$ cat config.mk
export PLATFORM = sky130hd
export DESIGN_NAME = scc_ctrl
export DESIGN_NICKNAME = d
export VERILOG_FILES = /design/src/scc_pkg.sv /design/src/scc_ctrl.sv
export SDC_FILE = /design/constraint.sdc
export NUM_CORES = 1
export LEC_CHECK = 0
export BUFFER_PORTS_ARGS = -buffer_cell sky130_fd_sc_hd__buf_2
export CAP_MARGIN = 5
export CORE_MARGIN = 2
export CORE_UTILIZATION = 36
export CTS_CLUSTER_SIZE = 28
export DETAILED_ROUTE_END_ITERATION = 12
export PLACE_DENSITY = 0.84
export SLEW_MARGIN = 10
export SYNTH_ARGS = -nofsm -noshare
export SYNTH_HDL_FRONTEND = slang
export SYNTH_SLANG_ARGS = --single-unit
$ cat constraint.sdc
create_clock -name clk -period 1.6 [get_ports clk]
set_clock_uncertainty 0.15 [all_clocks]
set_input_delay 0.48 -clock clk [delete_from_list [all_inputs] [get_ports clk]]
set_output_delay 0.48 -clock clk [all_outputs]
set_load 0.02 [all_outputs]
$ cat src/scc_pkg.sv
// ---------------------------------------------------------------------------
// scc_pkg
// Shared types and constants for the SCC counter: widths, FSM states,
// controller command and datapath status groups.
// ---------------------------------------------------------------------------
`default_nettype none

package scc_pkg;

	localparam int EDGE_NODE_W = 8;   // node field of a stored edge
	localparam int NODE_W      = 9;   // node number inside the search
	localparam int LIVE_W      = 10;  // live node count / scan index
	localparam int COUNT_W     = 9;   // node_count register and result
	localparam int APB_AW      = 3;
	localparam int APB_DW      = 32;

	// register index (paddr[2])
	localparam logic REG_NODE_COUNT = 1'b0;

	typedef enum logic [3:0] {
		ST_CLEAR,
		ST_IDLE,
		ST_SCAN1,
		ST_SCAN1D,
		ST_FETCH,
		ST_CHECK,
		ST_VCHK,
		ST_POPRD,
		ST_SCAN2,
		ST_SCAN2D,
		ST_SCAN2V,
		ST_DONE
	} state_t;

	// source of the visited-mark lookup
	typedef enum logic [1:0] {
		VS_SCAN,
		VS_EDGE,
		VS_FIN
	} vis_src_t;

	typedef struct packed {
		logic     in_ready;
		logic     load_edge;
		logic     start_run;
		logic     clr_step;
		logic     step_i;
		logic     rd_vis;
		logic     start_search;
		logic     rd_edge;
		logic     adv_e;
		logic     push;
		logic     pop;
		logic     load_top;
		logic     start_pass2;
		logic     rd_finish;
		logic     step_k;
		logic     inc_count;
		logic     emit;
		vis_src_t vis_src;
	} cmd_t;

	typedef struct packed {
		logic clr_last;
		logic i_end;
		logic e_end;
		logic match;
		logic seen;
		logic sp_one;
		logic k_zero;
		logic pass2;
	} sts_t;

endpackage

`default_nettype wire

$ cat src/scc_ctrl.sv
// ---------------------------------------------------------------------------
// scc_ctrl
// Sequencer for edge loading and the two Kosaraju search passes.
// ---------------------------------------------------------------------------
`default_nettype none

module scc_ctrl (
	input  wire                 clk,
	input  wire                 arst_n,
	input  wire                 item_valid,
	input  wire                 item_func,
	input  wire                 out_busy,
	input  scc_pkg::sts_t       sts,
	output scc_pkg::cmd_t       cmd
);

	scc_pkg::state_t state_q, state_nxt;

	always_ff @(posedge clk or negedge arst_n) begin
		if (!arst_n) begin
			state_q <= scc_pkg::ST_CLEAR;
		end else begin
			state_q <= state_nxt;
		end
	end

	always_comb begin
		state_nxt = state_q;
		unique case (state_q)
			scc_pkg::ST_CLEAR: begin
				if (sts.clr_last) state_nxt = scc_pkg::ST_IDLE;
			end
			scc_pkg::ST_IDLE: begin
				if (item_valid && item_func) state_nxt = scc_pkg::ST_SCAN1;
			end
			scc_pkg::ST_SCAN1: begin
				if (sts.i_end) state_nxt = scc_pkg::ST_SCAN2;
				else state_nxt = scc_pkg::ST_SCAN1D;
			end
			scc_pkg::ST_SCAN1D: begin
				if (!sts.seen) state_nxt = scc_pkg::ST_FETCH;
				else state_nxt = scc_pkg::ST_SCAN1;
			end
			scc_pkg::ST_FETCH: begin
				if (!sts.e_end) state_nxt = scc_pkg::ST_CHECK;
				else if (!sts.sp_one) state_nxt = scc_pkg::ST_POPRD;
				else if (sts.pass2) state_nxt = scc_pkg::ST_SCAN2;
				else state_nxt = scc_pkg::ST_SCAN1;
			end
			scc_pkg::ST_CHECK: begin
				if (sts.match) state_nxt = scc_pkg::ST_VCHK;
				else state_nxt = scc_pkg::ST_FETCH;
			end
			scc_pkg::ST_VCHK:   state_nxt = scc_pkg::ST_FETCH;
			scc_pkg::ST_POPRD:  state_nxt = scc_pkg::ST_FETCH;
			scc_pkg::ST_SCAN2: begin
				if (sts.k_zero) state_nxt = scc_pkg::ST_DONE;
				else state_nxt = scc_pkg::ST_SCAN2D;
			end
			scc_pkg::ST_SCAN2D: state_nxt = scc_pkg::ST_SCAN2V;
			scc_pkg::ST_SCAN2V: begin
				if (!sts.seen) state_nxt = scc_pkg::ST_FETCH;
				else state_nxt = scc_pkg::ST_SCAN2;
			end
			scc_pkg::ST_DONE: begin
				if (!out_busy) state_nxt = scc_pkg::ST_IDLE;
			end
			default: state_nxt = scc_pkg::ST_IDLE;
		endcase
	end

	always_comb begin
		cmd = '0;
		cmd.vis_src = scc_pkg::VS_SCAN;
		unique case (state_q)
			scc_pkg::ST_CLEAR: cmd.clr_step = 1'b1;
			scc_pkg::ST_IDLE: begin
				cmd.in_ready  = 1'b1;
				cmd.load_edge = item_valid && !item_func;
				cmd.start_run = item_valid && item_func;
			end
			scc_pkg::ST_SCAN1: begin
				if (sts.i_end) begin
					cmd.start_pass2 = 1'b1;
				end else begin
					cmd.rd_vis = 1'b1;
				end
			end
			scc_pkg::ST_SCAN1D: begin
				cmd.step_i       = 1'b1;
				cmd.start_search = !sts.seen;
			end
			scc_pkg::ST_FETCH: begin
				cmd.rd_edge = !sts.e_end;
				cmd.pop     = sts.e_end;
			end
			scc_pkg::ST_CHECK: begin
				cmd.vis_src = scc_pkg::VS_EDGE;
				cmd.rd_vis  = sts.match;
				cmd.adv_e   = !sts.match;
			end
			scc_pkg::ST_VCHK: begin
				cmd.vis_src = scc_pkg::VS_EDGE;
				cmd.push    = !sts.seen;
				cmd.adv_e   = sts.seen;
			end
			scc_pkg::ST_POPRD: cmd.load_top = 1'b1;
			scc_pkg::ST_SCAN2: cmd.rd_finish = !sts.k_zero;
			scc_pkg::ST_SCAN2D: begin
				cmd.vis_src = scc_pkg::VS_FIN;
				cmd.rd_vis  = 1'b1;
				cmd.step_k  = 1'b1;
			end
			scc_pkg::ST_SCAN2V: begin
				cmd.vis_src      = scc_pkg::VS_FIN;
				cmd.start_search = !sts.seen;
				cmd.inc_count    = !sts.seen;
			end
			scc_pkg::ST_DONE: cmd.emit = !out_busy;
			default: ;
		endcase
	end

endmodule

`default_nettype wire

==> run summary, run 1 <==
#FFs+latches synth -> 4
Placed Cells -> 137
post-synth top area cell -> dfrtp_1
Worst EP post-GRT repair -> cmd[13]
Main synth FF type -> dfrtp_1
H-tree levels -> 1
# clock sinks -> 4
post-synthesis xor/xnor area fraction -> 1.786%
mux contribution to synthesized area -> 0%
Yosys Warn Count -> 0
synthesized instance count -> 74
Clock Tree Buf Depth -> 2
Die Wd -> 40.91 um
outcome -> did not finish
register area share after synthesis -> 20.41%
CTS Root Cell -> clkbuf_4
mapped cell area -> 490.5 sq um
worst slack, placed -> -0.2729 ns
CTS Buf Count -> 3
share of synthesized flip-flops with an asynchronous set or reset -> 100.0%
top area cells in the synthesized netlist -> dfrtp_1 (20%), nor3_1 (7.1%), nor2_1 (6.9%)
Yosys cell types -> 28
largest family of logic cells by synthesized area -> simple AND/OR/NAND/NOR gates
post-synthesis compound-gate area fraction -> 31.12%
Avg Inst Size Synth -> 6.628 sq um
Synth Area in Simple Gates -> 38.52%
Initial Utilization -> 38.17%
row count -> 13
I/O Buffers -> 31
Synth Area in Adders -> 0%
DP HPWL -> 1546 um
Placed Area -> 940.9 sq um
maximum number of pins on one net before global-route repair -> 8
Log Error -> [ERROR DPL-0038] Utilization greater than 100%, impossible to legalize
die height -> 40.91 um
Post-synth EDFFs -> 0
Halt Stage -> global routing (5_1_grt)
post-synth top area share -> 20.41%
syn_nets -> 87
RePlAce Congestion -> 0.9190
I/O pin cnt -> 32
worst ep type -> output port
[cells by family after synthesis]
group                  count (synthesis)
flip-flops                             4
AND/OR/NAND/NOR                       37
buffers and inverters                 10
AO/OA/AOI/OAI                         22
XOR/XNOR                               1
[cell usage after synthesis, types with 2 or more instances]
cell type	instances
nor2_1	9
nand2_1	8
nor3_1	7
a21oi_1	6
a31oi_1	4
dfrtp_1	4
inv_1	4
clkbuf_1	3
o21ai_0	3
or2_1	3
and3_1	2
buf_2	2
nand2b_1	2
o21ai_1	2
o22a_1	2
[per-stage QoR]
step	setup TNS (ns)	util (%)
2_1_floorplan	-1.872	-
3_5_place_dp	-3.612	73.22
3_3_place_gp	-3.057	73.22
4_1_cts	-7.070	93.57
[timing repair]
| item | 4_1_cts |
|---|---|
| gates cloned | 0 |
| hold buffers | 1 |
| setup endpoints to repair | 21 |
| gates resized for setup | 52 |
| buffers inserted | 8 |
| pin swaps | 13 |
| hold endpoints to repair | 4 |
==> inputs of run 2 (changes only) <==
--- a/config.mk
+++ b/config.mk
@@ -7,11 +7,10 @@
 export LEC_CHECK = 0
 export BUFFER_PORTS_ARGS = -buffer_cell sky130_fd_sc_hd__buf_2
 export CAP_MARGIN = 5
-export CORE_MARGIN = 2
-export CORE_UTILIZATION = 36
-export CTS_CLUSTER_SIZE = 28
+export CORE_AREA = 2 2 63 65
 export DETAILED_ROUTE_END_ITERATION = 12
-export PLACE_DENSITY = 0.84
+export DIE_AREA = 0 0 65 67
+export PLACE_DENSITY_LB_ADDON = 0.15
 export SLEW_MARGIN = 10
 export SYNTH_ARGS = -nofsm -noshare
 export SYNTH_HDL_FRONTEND = slang
==> constraint.sdc (replaced) <==
create_clock -name clk -period 2.1 [get_ports clk]
set_clock_uncertainty 0.15 [all_clocks]
set_input_delay 0.63 -clock clk [delete_from_list [all_inputs] [get_ports clk]]
set_output_delay 0.63 -clock clk [all_outputs]
set_load 0.02 [all_outputs]
==> run 2 against run 1 <==
  * The flow now finishes, with violations (negative setup slack)
  * Area after synthesis stayed put
  * Synthesized cell count unchanged
==> run summary, run 2 <==
I/O Buffers -> 31 (unchanged)
Clock transition at path regs -> 0.03 ns
# clock sinks -> 4 (unchanged)
outcome -> complete, but fails checks
via total after detailed routing -> 736
Via density -> 4.329
maximum number of pins on one net before global-route repair -> 13
Leak -> 0.4655 nW
row count -> 22 (+9)
Placed Area -> 799.5 sq um (-15%)
vias in the first global route -> 719
Hold Vio Cnt, Final -> 0
Yosys Warn Count -> 0 (unchanged)
CP Capture Type -> output pin
Main synth FF type -> dfrtp_1
Initial Utilization -> 13.60% (-25 points)
Worst path top cell family by delay -> flip-flops
critical path depth in cells -> 4
Slew Limit Fails -> 0
total track usage -> 9.295%
Max-cap violations -> 0
Post-Route M1 WL -> 777 um
met2 wire length -> 1045 um
worst path bufs/invs -> 1
die height -> 67 um (+64%)
Hold Buf Count CTS -> 0 (-1)
Min Hold Slack -> 0.06055 ns
VDD IR-drop max -> 289.5 uV
mapped cell area -> 490.5 sq um (unchanged)
Worst Hold Class -> input port to async pin
CP Max Fanout -> 5
WS Path Type -> flip-flop to output pin
Post-synth top cells -> nor2_1 (9), nand2_1 (8), nor3_1 (7), a21oi_1 (6)
CTS tree -> built
Regs by FF count -> state_q (4)
antenna-violating nets left -> 0
setup TNS -> -0.1486 ns
Cell Chain, Critical Path -> nand2b_4 > o32a_1 > o22ai_2 > buf_6
Clock Tree Buf Depth -> 2 (unchanged)
PwrDens -> 1488 nW/um^2
Layout area overhead -> 107.1%
Initial DRC Count -> 24
register area share after synthesis -> 20.41% (unchanged)
failing checks -> negative setup slack
top area cells in the synthesized netlist -> dfrtp_1 (20%), nor3_1 (7.1%), nor2_1 (6.9%)
most frequent cell after synthesis -> nor2_1
Die Wd -> 65 um (+59%)
final setup fails -> 5
Yosys cell types -> 28 (unchanged)
post-synth top area share -> 20.41% (unchanged)
Antenna Cells -> 0
DRC Markers -> 0
CP max-delay cell -> dfrtp_1
Final WS setup -> -0.04126 ns
Avg Inst Size Synth -> 6.628 sq um (unchanged)
met3 wire len -> 106 um
WL final -> 1958 um
Post-synth EDFFs -> 0 (unchanged)
remaining global-route overflow -> 0
RePlAce Congestion -> 0.7671 (-17%)
CP arrival -> 1.36 ns
share of synthesized flip-flops with an asynchronous set or reset -> 100.0% (unchanged)
CTS Buf Count -> 3 (unchanged)
I/O pin cnt -> 32 (unchanged)
first-pass GRT wire length -> 3160 um
unrepaired setup endpoints after global routing -> yes
worst skew pair latency -> 0.21 ns
H-tree levels -> 1 (unchanged)
Biggest register -> state_q
synthesized instance count -> 74 (unchanged)
syn_nets -> 87 (unchanged)
crit-path max cell delay -> 0.42 ns
First-pass DRT Iterations -> 4
fin area -> 1016 sq um
highest metal used -> met4
Largest register FFs -> 4
crit start category -> flip-flop
Nets -> 137
layout cells sized above 1 -> 63.11%
commonest non-fill, non-tap cells in the layout -> buf_2 (20), buf_4 (20), buf_6 (10)
maximum clock rate -> 0.4670 GHz
Final Cycle Share -> 102.0%
Worst Reg-to-Reg Cells -> 5
#FFs+latches synth -> 4 (unchanged)
fin crit period -> 2.141 ns
Tightest Pin Transition -> 0.2939 ns
die area -> 4355 sq um
WL per Instance -> 11.52 um
max_slew headroom -> 80.40%
PnR Total Power -> 1.512 mW
post-synth top area cell -> dfrtp_1
CP Data Required Time -> 1.32 ns
worst slack, placed -> -0.05922 ns (+0.2137 ns)
initial antenna violation count -> 0
DP HPWL -> 1612 um (+4.3%)
CTS Root Cell -> clkbuf_8
core region area -> 3606 sq um
==> run 2: final cells by class <==
type                       instances  area, sq um
clock buffer                       3        41.29
fill                             410         2590
inverter                           5        18.77
multi-input combinational         60        430.4
sequential                         4        102.6
tap                               48        60.06
timing repair buffer              50        362.8
==> run 2: layer usage <==
layer	track usage (%)	up-vias
met2	17.78	22
li1	-	363
met4	3.989	0
met1	10.18	347
met5	0	-
met3	1.182	4
==> run 2: path summary, 6_finish.rpt <==
kind                       slack (ns)              startpoint                     end
max                             -0.04  state_q[0]$_DFFE_PN0P_                 cmd[13]
min                              0.06                  arst_n  state_q[0]$_DFFE_PN0P_
max reg2reg                      0.44  state_q[1]$_DFFE_PN0P_  state_q[1]$_DFFE_PN0P_
min reg2reg                      0.50  state_q[2]$_DFFE_PN0P_  state_q[3]$_DFFE_PN0P_
max in group asynchronous        1.61                  arst_n  state_q[1]$_DFFE_PN0P_
min in group clk                 0.50  state_q[2]$_DFFE_PN0P_  state_q[3]$_DFFE_PN0P_
==> run 2: report_power, final <==
part           switching, mW  leakage (nW)  total (mW)  internal, mW
registers             0.0558        0.0480       0.174         0.118
clock network         0.0370        0.0216       0.159         0.122
logic                  0.609         0.396        1.18         0.570
==> run 2: through the flow <==
step	utilization, %	std cells
after floorplan	-	74
after global placement	22.17	161
after detailed placement	22.17	161
after CTS	25.82	167
after global routing	28.17	170
final	28.17	170
==> run 2: timing repair <==
action,4_1_cts,5_1_grt
setup endpoints to repair,16,18
resized for setup,23,18
pin swaps,6,1
setup buffers,3,3
==> run 2: cells by family after synthesis <==
logic type / synth area share [%]
flip-flops: 20.41
XOR/XNOR: 1.786
AND/OR/NAND/NOR: 38.52
buffers and inverters: 8.162
AO/OA/AOI/OAI: 31.12
Power figures use the tool's default switching activity.
